## src/rtl/saes_cbc_cipher_assert.svh

```systemverilog
// ----------------------------------------------------------------------------
// S-AES CBC cipher assertion macros
// Shared property macros for the concurrent checks of the cipher block.
// ----------------------------------------------------------------------------
`ifndef SAES_CBC_CIPHER_ASSERT_SVH
`define SAES_CBC_CIPHER_ASSERT_SVH

// The consequent must hold in the same cycle as the antecedent.
`define SAES_ASSERT_SAME(label, clk, rst, ante, cons, msg) \
   label: assert property (@(posedge clk) disable iff (rst) (ante) |-> (cons)) \
      else $error(msg);

// The consequent must hold in the cycle after the antecedent.
`define SAES_ASSERT_NEXT(label, clk, rst, ante, cons, msg) \
   label: assert property (@(posedge clk) disable iff (rst) (ante) |=> (cons)) \
      else $error(msg);

`endif

```

## src/rtl/saes_pkg.sv

```systemverilog
// ----------------------------------------------------------------------------
// S-AES package
// Constants, types and the nibble-level cipher functions of the S-AES core.
// ----------------------------------------------------------------------------
package saes_pkg;

   localparam logic [4:0] GfPoly = 5'h13;
   localparam logic [7:0] RcOne  = 8'h80;
   localparam logic [7:0] RcTwo  = 8'h30;

   // Mixing coefficients for the forward and inverse column mix.
   localparam logic [3:0] MixDiag    = 4'h1;
   localparam logic [3:0] MixOff     = 4'h4;
   localparam logic [3:0] InvMixDiag = 4'h9;
   localparam logic [3:0] InvMixOff  = 4'h2;

   // Command codes of the input transfer.
   localparam logic CmdEncrypt = 1'b0;
   localparam logic CmdDecrypt = 1'b1;

   // Register indexes on the configuration port.
   localparam logic RegCipherKey  = 1'b0;
   localparam logic RegInitVector = 1'b1;

   // Key and both round keys, travelling together.
   typedef struct packed {
      logic [15:0] k0;
      logic [15:0] k1;
      logic [15:0] k2;
   } saes_keys_type;

   function automatic logic [3:0] sub_nib(input logic [3:0] n);
      logic [3:0] r;
      case (n)
         4'h0: r = 4'h9;  4'h1: r = 4'h4;  4'h2: r = 4'hA;  4'h3: r = 4'hB;
         4'h4: r = 4'hD;  4'h5: r = 4'h1;  4'h6: r = 4'h8;  4'h7: r = 4'h5;
         4'h8: r = 4'h6;  4'h9: r = 4'h2;  4'hA: r = 4'h0;  4'hB: r = 4'h3;
         4'hC: r = 4'hC;  4'hD: r = 4'hE;  4'hE: r = 4'hF;  4'hF: r = 4'h7;
         default: r = 4'h0;
      endcase
      return r;
   endfunction

   function automatic logic [3:0] unsub_nib(input logic [3:0] n);
      logic [3:0] r;
      case (n)
         4'h0: r = 4'hA;  4'h1: r = 4'h5;  4'h2: r = 4'h9;  4'h3: r = 4'hB;
         4'h4: r = 4'h1;  4'h5: r = 4'h7;  4'h6: r = 4'h8;  4'h7: r = 4'hF;
         4'h8: r = 4'h6;  4'h9: r = 4'h0;  4'hA: r = 4'h2;  4'hB: r = 4'h3;
         4'hC: r = 4'hC;  4'hD: r = 4'h4;  4'hE: r = 4'hD;  4'hF: r = 4'hE;
         default: r = 4'h0;
      endcase
      return r;
   endfunction

   function automatic logic [15:0] sub_word(input logic [15:0] s);
      return {sub_nib(s[15:12]), sub_nib(s[11:8]), sub_nib(s[7:4]), sub_nib(s[3:0])};
   endfunction

   function automatic logic [15:0] unsub_word(input logic [15:0] s);
      return {unsub_nib(s[15:12]), unsub_nib(s[11:8]),
              unsub_nib(s[7:4]), unsub_nib(s[3:0])};
   endfunction

   // Swaps nibbles one and three; it is its own inverse.
   function automatic logic [15:0] swap_row(input logic [15:0] s);
      return {s[15:12], s[3:0], s[7:4], s[11:8]};
   endfunction

   // Multiplication in GF(2^4) modulo x^4+x+1.
   function automatic logic [3:0] gf_mul(input logic [3:0] a, input logic [3:0] b);
      logic [3:0] acc;
      logic [4:0] sh;
      acc = 4'h0;
      sh  = {1'b0, a};
      for (int i = 0; i < 4; i++) begin
         if (b[i]) begin
            acc = acc ^ sh[3:0];
         end
         sh = {sh[3:0], 1'b0};
         if (sh[4]) begin
            sh = sh ^ GfPoly;
         end
      end
      return acc;
   endfunction

   function automatic logic [15:0] mix_word(input logic [15:0] s, input logic [3:0] diag,
                                            input logic [3:0] off);
      logic [3:0] a, b, c, d;
      a = s[15:12];
      b = s[11:8];
      c = s[7:4];
      d = s[3:0];
      return {gf_mul(diag, a) ^ gf_mul(off, b), gf_mul(off, a) ^ gf_mul(diag, b),
              gf_mul(diag, c) ^ gf_mul(off, d), gf_mul(off, c) ^ gf_mul(diag, d)};
   endfunction

   // One key expansion step: RotNib, SubNib and the round constant.
   function automatic logic [15:0] next_key(input logic [15:0] k, input logic [7:0] rc);
      logic [7:0] rs;
      logic [7:0] n_hi;
      rs   = {sub_nib(k[3:0]), sub_nib(k[7:4])};
      n_hi = k[15:8] ^ rc ^ rs;
      return {n_hi, n_hi ^ k[7:0]};
   endfunction

   function automatic saes_keys_type expand_key(input logic [15:0] k);
      saes_keys_type r;
      r.k0 = k;
      r.k1 = next_key(k, RcOne);
      r.k2 = next_key(r.k1, RcTwo);
      return r;
   endfunction

endpackage

```

## src/rtl/saes_csr.sv

```systemverilog
// ----------------------------------------------------------------------------
// S-AES configuration registers
// APB-style register file holding the key, its expanded round keys and the IV.
// ----------------------------------------------------------------------------
module saes_csr import saes_pkg::*; (
   input  logic          clock,
   input  logic          reset,
   input  logic          psel,
   input  logic          penable,
   input  logic          pwrite,
   input  logic [2:0]    paddr,
   input  logic [31:0]   pwdata,
   output logic [31:0]   prdata,
   output logic          pready,
   output saes_keys_type keys,
   output logic [15:0]   init_vector
);

   saes_keys_type keys_ff;
   logic [15:0]   init_vector_ff;
   logic          wr_en;
   logic          reg_sel;

   assign pready  = 1'b1;
   assign wr_en   = psel & penable & pwrite;
   assign reg_sel = paddr[2];

   // The round keys are expanded when the key is written.
   always_ff @(posedge clock) begin
      if (reset) begin
         keys_ff        <= expand_key(16'h0000);
         init_vector_ff <= 16'h0000;
      end else if (wr_en) begin
         case (reg_sel)
            RegCipherKey:  keys_ff        <= expand_key(pwdata[15:0]);
            RegInitVector: init_vector_ff <= pwdata[15:0];
            default:       init_vector_ff <= init_vector_ff;
         endcase
      end
   end

   // Read data comes straight from the registers.
   always_comb begin
      case (reg_sel)
         RegCipherKey:  prdata = {16'h0000, keys_ff.k0};
         RegInitVector: prdata = {16'h0000, init_vector_ff};
         default:       prdata = 32'h0000_0000;
      endcase
   end

   assign keys        = keys_ff;
   assign init_vector = init_vector_ff;

endmodule

```

## src/rtl/saes_block_core.sv

```systemverilog
// ----------------------------------------------------------------------------
// S-AES block core
// Two-round S-AES encrypt or decrypt of one block with the CBC chaining XOR.
// ----------------------------------------------------------------------------
module saes_block_core import saes_pkg::*; (
   input  logic          command,
   input  logic [15:0]   data_block,
   input  logic [15:0]   prev_block,
   input  saes_keys_type keys,
   output logic [15:0]   result_block,
   output logic [15:0]   chain_next
);

   logic [15:0] enc_s0, enc_s1, enc_out;
   logic [15:0] dec_s0, dec_s1, dec_s2, dec_out;

   // Forward cipher on the plaintext XORed with the chain value.
   always_comb begin
      enc_s0  = data_block ^ prev_block ^ keys.k0;
      enc_s1  = mix_word(swap_row(sub_word(enc_s0)), MixDiag, MixOff) ^ keys.k1;
      enc_out = swap_row(sub_word(enc_s1)) ^ keys.k2;
   end

   // Inverse cipher, then the chain value is removed.
   always_comb begin
      dec_s0  = data_block ^ keys.k2;
      dec_s1  = unsub_word(swap_row(dec_s0)) ^ keys.k1;
      dec_s2  = mix_word(dec_s1, InvMixDiag, InvMixOff);
      dec_out = unsub_word(swap_row(dec_s2)) ^ keys.k0 ^ prev_block;
   end

   // The chain always continues from the ciphertext side of the block.
   always_comb begin
      case (command)
         CmdEncrypt: begin
            result_block = enc_out;
            chain_next   = enc_out;
         end
         CmdDecrypt: begin
            result_block = dec_out;
            chain_next   = data_block;
         end
         default: begin
            result_block = enc_out;
            chain_next   = enc_out;
         end
      endcase
   end

endmodule

```

## src/rtl/saes_cbc_cipher.sv

```systemverilog
// ----------------------------------------------------------------------------
// S-AES CBC cipher
// 16-bit S-AES with a 16-bit key in CBC mode, one block per cycle unless stalled.
// ----------------------------------------------------------------------------
//   Channel   Direction   Handshake             Payload
//   req       in          req_valid/req_stall   command, data_block, first_block
//   rsp       out         rsp_valid/rsp_stall   result_block
//   csr       in/out      APB-style             cipher_key, init_vector
//
// A block is taken into the input register, passes the combinational cipher
// logic and lands in the result register.
// One block per cycle is sustained while the result side does not stall; the
// chain register closes the CBC loop through the combinational cipher logic.
// Reset clears the chain value, key and IV to zero.
// A stall on the result side holds both stages and backs up onto req_stall.
// ----------------------------------------------------------------------------
module saes_cbc_cipher import saes_pkg::*; (
   input  logic        clock,
   input  logic        reset,
   input  logic        req_valid,
   output logic        req_stall,
   input  logic        req_command,
   input  logic [15:0] req_data_block,
   input  logic        req_first_block,
   output logic        rsp_valid,
   input  logic        rsp_stall,
   output logic [15:0] rsp_result_block,
   input  logic        psel,
   input  logic        penable,
   input  logic        pwrite,
   input  logic [2:0]  paddr,
   input  logic [31:0] pwdata,
   output logic [31:0] prdata,
   output logic        pready
);

`include "saes_cbc_cipher_assert.svh"

   saes_keys_type keys;
   logic [15:0]   init_vector;

   logic          stage_valid_ff, stage_valid_in;
   logic          stage_cmd_ff;
   logic [15:0]   stage_data_ff;
   logic          stage_first_ff;
   logic          rsp_valid_ff, rsp_valid_in;
   logic [15:0]   rsp_block_ff;
   logic [15:0]   chain_ff;
   logic          advance;
   logic [15:0]   prev_block;
   logic [15:0]   core_result;
   logic [15:0]   core_chain;

   saes_csr u_csr (
      .clock       (clock),
      .reset       (reset),
      .psel        (psel),
      .penable     (penable),
      .pwrite      (pwrite),
      .paddr       (paddr),
      .pwdata      (pwdata),
      .prdata      (prdata),
      .pready      (pready),
      .keys        (keys),
      .init_vector (init_vector)
   );

   // Handshake: the input stage moves on when the result register is empty or its result is taken.
   assign advance        = stage_valid_ff & (~rsp_valid_ff | ~rsp_stall);
   assign req_stall      = stage_valid_ff & rsp_valid_ff & rsp_stall;
   assign stage_valid_in = req_stall ? stage_valid_ff : req_valid;
   assign rsp_valid_in   = advance | (rsp_valid_ff & rsp_stall);

   // Input register.
   always_ff @(posedge clock) begin
      if (reset) begin
         stage_valid_ff <= 1'b0;
      end else begin
         stage_valid_ff <= stage_valid_in;
      end
   end

   always_ff @(posedge clock) begin
      if (req_valid & ~req_stall) begin
         stage_cmd_ff   <= req_command;
         stage_data_ff  <= req_data_block;
         stage_first_ff <= req_first_block;
      end
   end

   // Restart selects the IV, otherwise the previous ciphertext.
   assign prev_block = stage_first_ff ? init_vector : chain_ff;

   saes_block_core u_core (
      .command      (stage_cmd_ff),
      .data_block   (stage_data_ff),
      .prev_block   (prev_block),
      .keys         (keys),
      .result_block (core_result),
      .chain_next   (core_chain)
   );

   // Chain value and result register update together.
   always_ff @(posedge clock) begin
      if (reset) begin
         rsp_valid_ff <= 1'b0;
         chain_ff     <= 16'h0000;
      end else begin
         rsp_valid_ff <= rsp_valid_in;
         if (advance) begin
            chain_ff <= core_chain;
         end
      end
   end

   always_ff @(posedge clock) begin
      if (advance) begin
         rsp_block_ff <= core_result;
      end
   end

   assign rsp_valid        = rsp_valid_ff;
   assign rsp_result_block = rsp_block_ff;

   // Checks on the stage and chain logic.
   `SAES_ASSERT_SAME(a_stall_needs_item, clock, reset, req_stall, stage_valid_ff,
      "input stalled with an empty stage")
   `SAES_ASSERT_NEXT(a_advance_loads_rsp, clock, reset, advance, rsp_valid_ff,
      "stage advanced without a result")
   `SAES_ASSERT_NEXT(a_enc_chain, clock, reset, advance && (stage_cmd_ff == CmdEncrypt),
      chain_ff == rsp_block_ff, "encrypt chain differs from ciphertext")
   `SAES_ASSERT_NEXT(a_dec_chain, clock, reset, advance && (stage_cmd_ff == CmdDecrypt),
      chain_ff == $past(stage_data_ff), "decrypt chain differs from input block")

endmodule
```

## config.mk

```make
export PLATFORM = sky130hd
export DESIGN_NAME = saes_cbc_cipher
export DESIGN_NICKNAME = d
export VERILOG_FILES = /design/src/rtl/saes_pkg.sv /design/src/rtl/saes_csr.sv /design/src/rtl/saes_block_core.sv /design/src/rtl/saes_cbc_cipher.sv
export VERILOG_INCLUDE_DIRS = /design/src /design/src/rtl
export SDC_FILE = /design/constraint.sdc
export NUM_CORES = 1
export LEC_CHECK = 0
export ABC_AREA = 1
export BUFFER_PORTS_ARGS = -buffer_cell sky130_fd_sc_hd__buf_2
export CAP_MARGIN = 25
export CORE_ASPECT_RATIO = 1.4
export CORE_UTILIZATION = 32
export DETAILED_ROUTE_END_ITERATION = 6
export PLACE_DENSITY_LB_ADDON = 0.05
export SETUP_SLACK_MARGIN = 0.4
export SKIP_CTS_REPAIR_TIMING = 1
export SLEW_MARGIN = 40
export SYNTH_ARGS = -nofsm -noshare
export SYNTH_HDL_FRONTEND = slang
export SYNTH_HIERARCHICAL = 1
export SYNTH_SLANG_ARGS = --single-unit
```

## constraint.sdc

```tcl
create_clock -name clock -period 5.55 [get_ports clock]
set_input_delay 0.8325 -clock clock [delete_from_list [all_inputs] [get_ports clock]]
set_output_delay 0.8325 -clock clock [all_outputs]
set_load 0.1 [all_outputs]
```

## Word level (Yosys, flattened, before mapping)

Memories as Yosys holds them, arrays and structs flattened.
Cells that the tools add are included.

- Bits in registers: 116
- Bits in latches: 0
- Bits in writable memories: 0
- Bits in read-only memories: 1,280
- Input port bits: 60
- Output and inout port bits: 51
- Logic and storage cells: 197
- Memories: 20

Memory list:

| memory | depth | bits a word | rd ports | clocked after memory_dff | wr ports | RTL line | text |
|---|---|---|---|---|---|---|---|
| (no name shown) | 16 | 4 | 1 | 0 | 0 | saes_pkg.sv:46 | `case (n)` |
| (no name shown) | 16 | 4 | 1 | 0 | 0 | saes_pkg.sv:46 |  |
| (no name shown) | 16 | 4 | 1 | 0 | 0 | saes_pkg.sv:46 |  |
| (no name shown) | 16 | 4 | 1 | 0 | 0 | saes_pkg.sv:46 |  |
| (no name shown) | 16 | 4 | 1 | 0 | 0 | saes_pkg.sv:46 |  |
| (no name shown) | 16 | 4 | 1 | 0 | 0 | saes_pkg.sv:46 |  |
| 14 more memories | n/a | n/a | n/a | n/a | n/a | n/a |  |

- $add $sub $neg: 0
- Multipliers: 0
- Div/mod/pow operators: 0
- Order comparisons: 0
- Equality and inequality tests: 0
- Shift operators: 0
- Multiplexer cells: 80
- Bitwise gates (word level): 84
- Reductions and logical operators: 2

Operator list:

| kind | count |
|---|---|
| XOR 16 bit | 8 |
| 2-to-1 mux 4 bit | 28 |
| one-hot mux 16 bit (2 select lines) | 2 |
| one-hot mux 32 bit (2 select lines) | 1 |
| 2-to-1 mux 3 bit | 20 |
| 2-to-1 mux 2 bit | 20 |
| XOR 4 bit | 8 |
| XOR 8 bit | 4 |
| inverter 2 bit | 13 |
| inverter 1 bit (first input constant) | 24 |
| inverter 1 bit | 18 |
| 2-to-1 mux 16 bit | 1 |
| 2-to-1 mux 1 bit | 8 |
| AND 1 bit | 7 |
| AND reduction 2 bit | 2 |
| bitwise OR 1 bit | 2 |

## Depth between registers and ports, before layout

Gate-level depths: netlist of run 1.
An unclocked memory read counts as a cell.

- Depth in word-level cells: 15
- Gate-level depth with buffers: 31
- Gate-level depth less buffers: 30

## By module

Netlist of run 1, hierarchy kept.

Modules (own cells, without submodules):

| module | times used | cells an instance | area an instance (µm²) | sequential area each (µm²) |
|---|---|---|---|---|
| saes_block_core | 1 | 1,301 | 6,626.4 | 0.0 |
| saes_csr | 1 | 580 | 3,933.8 | 1,281.2 |
| saes_cbc_cipher | 1 | 202 | 2,097.0 | 1,381.3 |

## Least setup slack after synthesis of run 1

No wires, ideal clock.

- Kind: input -> output
- Start: input paddr[2]
- End: output prdata[1]
- Data arrival time: 3.140 ns
- Data required time: 4.718 ns
- Setup slack: 1.577 ns
- Cell stages on the path: 2
- Buffers on the path: 1
- Cell sequence: clkbuf_1 > o21ai_0

- Word-level cells in the longest chain between the ends: 2

Ends and longest elaborated chain:

| item | RTL line | text |
|---|---|---|
| start, declared | saes_cbc_cipher.sv:31 | `input logic [2:0] paddr,` |
| inverter 1 bit | saes_csr.sv:44 | `case (reg_sel)` |
| one-hot mux 32 bit (2 select lines) (*) | saes_csr.sv:44 |  |
| end, declared | saes_cbc_cipher.sv:33 | `output logic [31:0] prdata,` |

Every way passes the cells marked *; elsewhere a longest branch is shown, timed or not. The select of a mux whose other input is x is not followed.

## Worst setup path in the final report of run 1

- Start: register stage_first_ff
- End: register chain_ff[8]

- Word-level cells in the longest chain between the ends: 13
- Elaborated cells on any way between the ends: 19
- Classes of those cells: 10 x mux; 6 x bitwise; 3 x memory

Ends and longest elaborated chain:

| item | RTL line | text |
|---|---|---|
| start, declared | saes_cbc_cipher.sv:45 | `logic stage_first_ff;` |
| start signal, assigned | saes_cbc_cipher.sv:87 | `stage_first_ff <= req_first_block;` |
| 2-to-1 mux 16 bit (*) | saes_cbc_cipher.sv:92 | `assign prev_block = stage_first_ff ? init_vector : chain_ff;` |
| named net prev_block[4] | saes_cbc_cipher.sv:50 | `logic [15:0] prev_block;` |
| XOR 16 bit (*) (2 in series) | saes_block_core.sv:19 | `enc_s0 = data_block ^ prev_block ^ keys.k0;` |
| memory read (16 x 4 bit) (*) | n/a |  |
| 2-to-1 mux 3 bit | saes_pkg.sv:77 | `if (b[i]) begin` |
| 2-to-1 mux 4 bit | saes_pkg.sv:77 |  |
| inverter 2 bit (no line) | n/a |  |
| 2-to-1 mux 3 bit | saes_pkg.sv:77 |  |
| XOR 4 bit (*) | saes_pkg.sv:96 | `gf_mul(diag, c) ^ gf_mul(off, d), gf_mul(off, c) ^ gf_mul(diag, d)};` |
| XOR 16 bit (*) | saes_block_core.sv:20 | `enc_s1 = mix_word(swap_row(sub_word(enc_s0)), MixDiag, MixOff) ^ keys.k1;` |
| memory read (16 x 4 bit) (*) | n/a |  |
| XOR 16 bit (*) | saes_block_core.sv:21 | `enc_out = swap_row(sub_word(enc_s1)) ^ keys.k2;` |
| one-hot mux 16 bit (2 select lines) (*) | saes_block_core.sv:34 | `case (command)` |
| named net core_chain[8] | saes_cbc_cipher.sv:52 | `logic [15:0] core_chain;` |
| end signal, assigned | saes_cbc_cipher.sv:111 | `chain_ff <= core_chain;` |
| end, declared | saes_cbc_cipher.sv:48 | `logic [15:0] chain_ff;` |

The timed path passes the listed nets; every way through them passes the cells marked *.
A chain may end at the register's enable or synchronous reset.

==> results.sh, run 1 <==
export IMPL_grt_pass1_wl_mm=68.4
export IMPL_min_period_ns=4.68
export IMPL_viasPerCell=4.81
export IMPL_arrival_ns=5.02
export IMPL_ir_drop_mv=0.212
export IMPL_fin_crit_sh_pct=84.3
export IMPL_synth_area_um2=12700
export IMPL_numCtsBuffers=17
export IMPL_setup_tns_ns=0
export IMPL_fp_dieW_um=170
export IMPL_portBuffers=75
export IMPL_synthCells=2083
export IMPL_drtIter0Drc=800
export IMPL_pin_count=111
export IMPL_drv_slew=0
export IMPL_max_stage_delay_ns=0.80
export IMPL_postRouteWirelength_mm=45.0
export IMPL_drive_gt1_share_pct=11.8
export IMPL_switchingPower_mw=2.39
export IMPL_internal_power_mw=2.35
export IMPL_start_util_pct=32.7
export IMPL_combPwrFrac_pct=54.2
export IMPL_hpwl_mm=36.3
export IMPL_fin_worst_skew_ns=0.0107
export IMPL_layout_commonest_cell="nand2_1"
export IMPL_ant_nets=0
export IMPL_p_leak_nw=7.37
export IMPL_cp_buffers_inverters=5
export IMPL_setup_viol=0
export IMPL_synth_enable_flop_cells=34
export IMPL_dr_pass1_iters=7
export IMPL_grtUsageTotal_pct=22.8
export IMPL_swShare_pct=50.4
export IMPL_worst_setup_path_end_kind="flop"
export IMPL_power_density_nw_per_um2=338
export IMPL_ys_warn_count=6
export IMPL_crit_top_cell="nand2_1"
export IMPL_place_inst=2642
export IMPL_synthDistinctLibCells=44
export IMPL_wire_per_inst_um=16.8
export IMPL_grt_pass1_vias=12000
export IMPL_max_slew_margin_rel_pct=46.8
export IMPL_crit_path_top_delay_cell="edfxtp_1"
export IMPL_syn_avg_cell_area_um2=6.08
export IMPL_worst_skew_pair_late_latency_ns=0.45
export IMPL_gp_congestion=0.889
export IMPL_grt_max_degree=38
export IMPL_cts_htree_levels=4
export IMPL_hp_class="flop to flop"
export IMPL_fin_nets=2318
export IMPL_layout_common_cells="nand2_1, nand3_1, inv_1"
export IMPL_root_buffer="clkbuf_16"
export IMPL_fmax_mhz=214
export IMPL_antenna_found_initial=0
export IMPL_critPathTopFamily="simple AND/OR/NAND/NOR gates"
export IMPL_hold_viol=0
export IMPL_drc_errors=0
export IMPL_status="complete, no violations"
export IMPL_path_max_fanout=14
export IMPL_rsz0062_at_grt="no"
export IMPL_clkSinkCount=116
export IMPL_cts_tree="yes"
export IMPL_coreArea_um2=38700
export IMPL_async_flop_share_pct=0
export IMPL_clock_path_buffers=2
export IMPL_clk_pin_slew_ns=0.06
export IMPL_ys_flop_type="dfxtp_1"
export IMPL_grt_ovfl_total=0
export IMPL_rows=85
export IMPL_seqPwrFrac_pct=21.6
export IMPL_nFillCells=4308
export IMPL_maxCapViolations=0
export IMPL_clkPwrFrac_pct=24.1
export IMPL_worst_slew_pin_transition_ns=0.797
export IMPL_synth_seq_cells=116
export IMPL_die_area_um2=40400
export IMPL_required_ns=5.89
export IMPL_die_y_um=237
export IMPL_n_antenna_cell=0
export IMPL_area_growth_pct=10.6
export IMPL_fin_cells=2674
export IMPL_vias=12900
export IMPL_worstSetupStartpointType="flop"
export IMPL_path_class="flop to flop"
export IMPL_ys_seq_area_share_pct=21.0
-- logic make-up (layout without fill, tap and decap cells) --
kind of cell,Yosys count,after routing,synth area share (%)
XOR/XNOR,36,36,2.79
AND/OR/NAND/NOR,1315,1315,46.0
AO/OA/AOI/OAI,168,168,7.17
flip-flops,116,116,21.0
other,2,17,0.0593
buffers and inverters,327,381,11.2
adder cells (fa/ha/maj),119,119,11.8
-- sequential cells by signal (all words and copies together) (netlist names) --
register	count
stage_valid_ff	1
stage_data_ff	16
stage_first_ff	1
rsp_valid	1
u_csr/init_vector	16
u_csr/keys	48
rsp_result_block	16
chain_ff	16
stage_cmd_ff	1
-- power by group through the flow --
stage | logic, mW | clock network (mW) | registers [mW]
floorplan | 1.84 | 0 | 1.16
detailed placement | 2.58 | 0 | 1.05
finish | 2.57 | 1.14 | 1.02
CTS | 2.59 | 1.18 | 1.03
global placement | 2.56 | 0 | 1.04
global route | 2.94 | 1.21 | 1.03
-- metrics by stage --
stage | worst slack [ns] | power (mW) | instance area (um^2) | hold slack [ns] | utilization, %
finish | 0.872 | 4.74 | 14000 | 0.482 | 36.2
global route | 0.424 | 5.18 | 14000 | 0.502 | 36.2
CTS | 0.757 | 4.79 | 14000 | 0.486 | 36.2
detailed placement | 0.770 | 3.63 | 13400 | 0.470 | 34.7
global placement | 0.812 | 3.61 | 13400 | 0.464 | 34.6
floorplan | 1.58 | 3.01 | 12700 | 0.452 | -
-- Yosys cell counts, types with 17 or more instances --
cell type  instances  share of area [%]
nand2_1          791                 23
nand3b_1          18                1.1
o21ai_0           66                2.6
a21oi_1           69                2.7
inv_1            232                6.9
dfxtp_1           82                 13
nor2_1            67                2.0
clkbuf_1          17               0.50
nand3_2           26                2.1
edfxtp_1          34                8.1
inv_2             30               0.89
buf_4             23                1.4
nand3_1          323                 13
nand2_2           59                2.9
ha_1             119                 12
-- layout make-up --
type / instances / area (um^2) / share of cell area (%)
clock buffers: 18 / 450 / 3.22
clock inverters: 14 / 139 / 0.992
flip-flops and latches: 116 / 2660 / 19.0
inverters: 265 / 1000 / 7.15
repair buffers: 84 / 443 / 3.16
multi-input cells: 1655 / 8650 / 61.8
well taps: 522 / 653 / 4.66
-- final timing paths --
kind	cells after the start	from	end	slack, ns
max	27	stage_first_ff	chain_ff[8]	0.87
max reg2reg	27	stage_first_ff	chain_ff[8]	0.87
min reg2reg	2	chain_ff[7]	chain_ff[7]	0.48
min	2	chain_ff[7]	chain_ff[7]	0.48
-- worst reg2reg max path: stages, from the launching register on --
cell and delay [ns]:
edfxtp_1 0.80, buf_4 0.36, nand2_1 0.07, o21ai_0 0.14, inv_1 0.10, nand2_1 0.09
nand3_1 0.08, nand2_1 0.22, inv_1 0.13, ha_1 0.31, nand2_1 0.10, nand3_1 0.08
o21ai_2 0.12, nand2_1 0.09, nand2_2 0.17, xor2_1 0.36, inv_1 0.17, ha_1 0.35
nand2_1 0.07, nand2_1 0.05, nand2_1 0.07, nand3_1 0.08, nand3_1 0.18, nand2_1 0.11
inv_1 0.10, nand3_2 0.07, nand2_1 0.08, nor2_1 0.04
-- metal layers --
layer	part of all wire, %	global-route usage (%)	wire length, um	vias up
li1	-	-	-	6724
met1	38	23.7	17300	5831
met2	53	43.2	23900	223
met3	2.5	2.41	1120	82
met4	6.1	13.9	2750	0
met5	0	0	0	-
(Power assumes the default switching activity.)
==> run 2: changes to the inputs <==
==> constraint.sdc (replaced) <==
create_clock -name clock -period 4.06 [get_ports clock]
set_input_delay 0.609 -clock clock [delete_from_list [all_inputs] [get_ports clock]]
set_output_delay 0.609 -clock clock [all_outputs]
set_load 0.1 [all_outputs]
==> run 2 against run 1 <==
Net effect: the flow now finishes with violations (design-rule violations); wire length increased by 6.5%; sequential share of layout area shrank 2.2 points; worst hold slack got worse by 0.15 ns; sequential power increased by 37%; fmax rose by 29%.
==> results.sh, run 2 (synthesis gave the netlist of run 1 again) <==
export IMPL_r2r_end="chain_ff[11]"
export IMPL_clk_pin_slew_ns=0.06
export IMPL_regToRegStartpoint="stage_first_ff"
export IMPL_grt_max_degree=38
export IMPL_r2r_cells=28
export IMPL_worstSetupStartpointType="flop"
export IMPL_antenna_found_initial=0
export IMPL_critPathTopFamily="simple AND/OR/NAND/NOR gates"
export IMPL_drv_slew=0
export IMPL_worst_skew_pair_late_latency_ns=0.46
export IMPL_largest_register_ff_count=48
export IMPL_drive_gt1_share_pct=25.1
export IMPL_holdPathStages=1
export IMPL_portBuffers=75
export IMPL_min_to="stage_data_ff[2]"
export IMPL_status="finished, violations left"
export IMPL_postRouteWirelength_mm=47.9
export IMPL_fin_worst_skew_ns=0.0140
export IMPL_crit_path_top_delay_cell="edfxtp_1"
export IMPL_max_stage_delay_ns=0.48
export IMPL_rows=85
export IMPL_fmax_mhz=275
export IMPL_power_density_nw_per_um2=460
export IMPL_ant_nets=0
export IMPL_numCtsBuffers=17
export IMPL_viasPerCell=4.88
export IMPL_nFillCells=4242
export IMPL_hpwl_mm=36.6
export IMPL_fin_crit_sh_pct=89.6
export IMPL_cts_htree_levels=4
export IMPL_fp_dieW_um=170
export IMPL_path_max_fanout=8
export IMPL_layout_commonest_cell="nand2_1"
export IMPL_start_util_pct=32.7
export IMPL_wire_per_inst_um=17.4
export IMPL_seq_area_um2=2660
export IMPL_drc_errors=3
export IMPL_path_class="flop to flop"
export IMPL_rrSetupSlack_ns=0.42
export IMPL_root_buffer="clkbuf_16"
export IMPL_setup_tns_ns=0
export IMPL_rsz0062_at_grt="yes"
export IMPL_worst_setup_path_end_kind="flop"
export IMPL_grt_pass1_vias=12000
export IMPL_setup_viol=0
export IMPL_drtIter0Drc=736
export IMPL_fin_nets=2392
export IMPL_required_ns=4.40
export IMPL_violations="design-rule violations"
export IMPL_min_period_ns=3.64
export IMPL_worst_slew_pin_transition_ns=0.766
export IMPL_p_total_mw=7.30
export IMPL_arrival_ns=3.98
export IMPL_crit_top_cell="nand2_1"
export IMPL_ir_drop_mv=0.443
export IMPL_min_from="req_data_block[2]"
export IMPL_cp_buffers_inverters=6
export IMPL_grt_ovfl_total=0
export IMPL_multi_input_area_um2=9800
export IMPL_p_leak_nw=8.02
export IMPL_grt_pass1_wl_mm=68.6
export IMPL_clkSinkCount=116
export IMPL_maxCapViolations=0
export IMPL_coreArea_um2=38700
export IMPL_cts_tree="yes"
export IMPL_pin_count=111
export IMPL_dr_pass1_iters=7
export IMPL_layout_common_cells="nand2_1, nand3_1, inv_1"
export IMPL_vias=13400
export IMPL_hold_viol=0
export IMPL_clock_path_buffers=2
export IMPL_n_antenna_cell=0
export IMPL_area_growth_pct=25.3
export IMPL_die_area_um2=40400
export IMPL_grtUsageTotal_pct=22.8
export IMPL_die_y_um=237
export IMPL_max_slew_margin_rel_pct=48.7
export IMPL_gp_congestion=0.858
export IMPL_hp_class="primary input to flop"
-- run 2: report_power, final --
group / internal [mW] / switching, mW
combinational: 1.45 / 2.85
sequential: 1.31 / 0.0934
clock: 0.934 / 0.664
-- run 2: area by class of cell --
type,count,share of cell area [%]
multi-input combinational,1656,61.8
clock buffer,19,3.00
sequential,116,16.8
inverter,265,6.46
tap,522,4.12
clock inverter,13,0.844
timing repair buffer,157,6.99
-- run 2: metal layers --
layer  up-vias  global-route usage [%]  part of all wire, %
met4         0                    9.15                  3.9
met1      6253                    23.9                   39
met2       212                    45.4                   56
met3        72                    2.08                  1.7
li1       6869                       -                    -
met5         -                       0                    0
-- run 2: worst max-delay path by stage --
| stage | startpoint | to | slack (ns) | cells past startpoint |
|---|---|---|---|---|
| final | stage_first_ff | chain_ff[11] | 0.42 | 28 |
| after global routing | stage_first_ff | chain_ff[11] | 0.17 | 28 |
| after CTS | stage_first_ff | rsp_result_block[3] | 0.08 | 27 |
| after detailed placement | stage_first_ff | rsp_result_block[3] | 0.09 | 27 |
| after global placement | stage_first_ff | chain_ff[12] | 0.15 | 27 |
| after floorplan | stage_first_ff | chain_ff[10] | 0.49 | 25 |
-- run 2: per-stage QoR --
stage | cell area, um^2 | cells | hold WS (ns) | utilization, % | setup WS [ns]
after floorplan | 12700 | 2098 | 0.452 | - | 0.489
after global placement | 13700 | 2677 | 0.464 | 35.3 | 0.146
after detailed placement | 13700 | 2677 | 0.468 | 35.4 | 0.0947
after CTS | 14300 | 2709 | 0.306 | 36.9 | 0.0759
after global routing | 15900 | 2748 | 0.311 | 41.0 | 0.175
final | 15900 | 2748 | 0.327 | 41.0 | 0.421
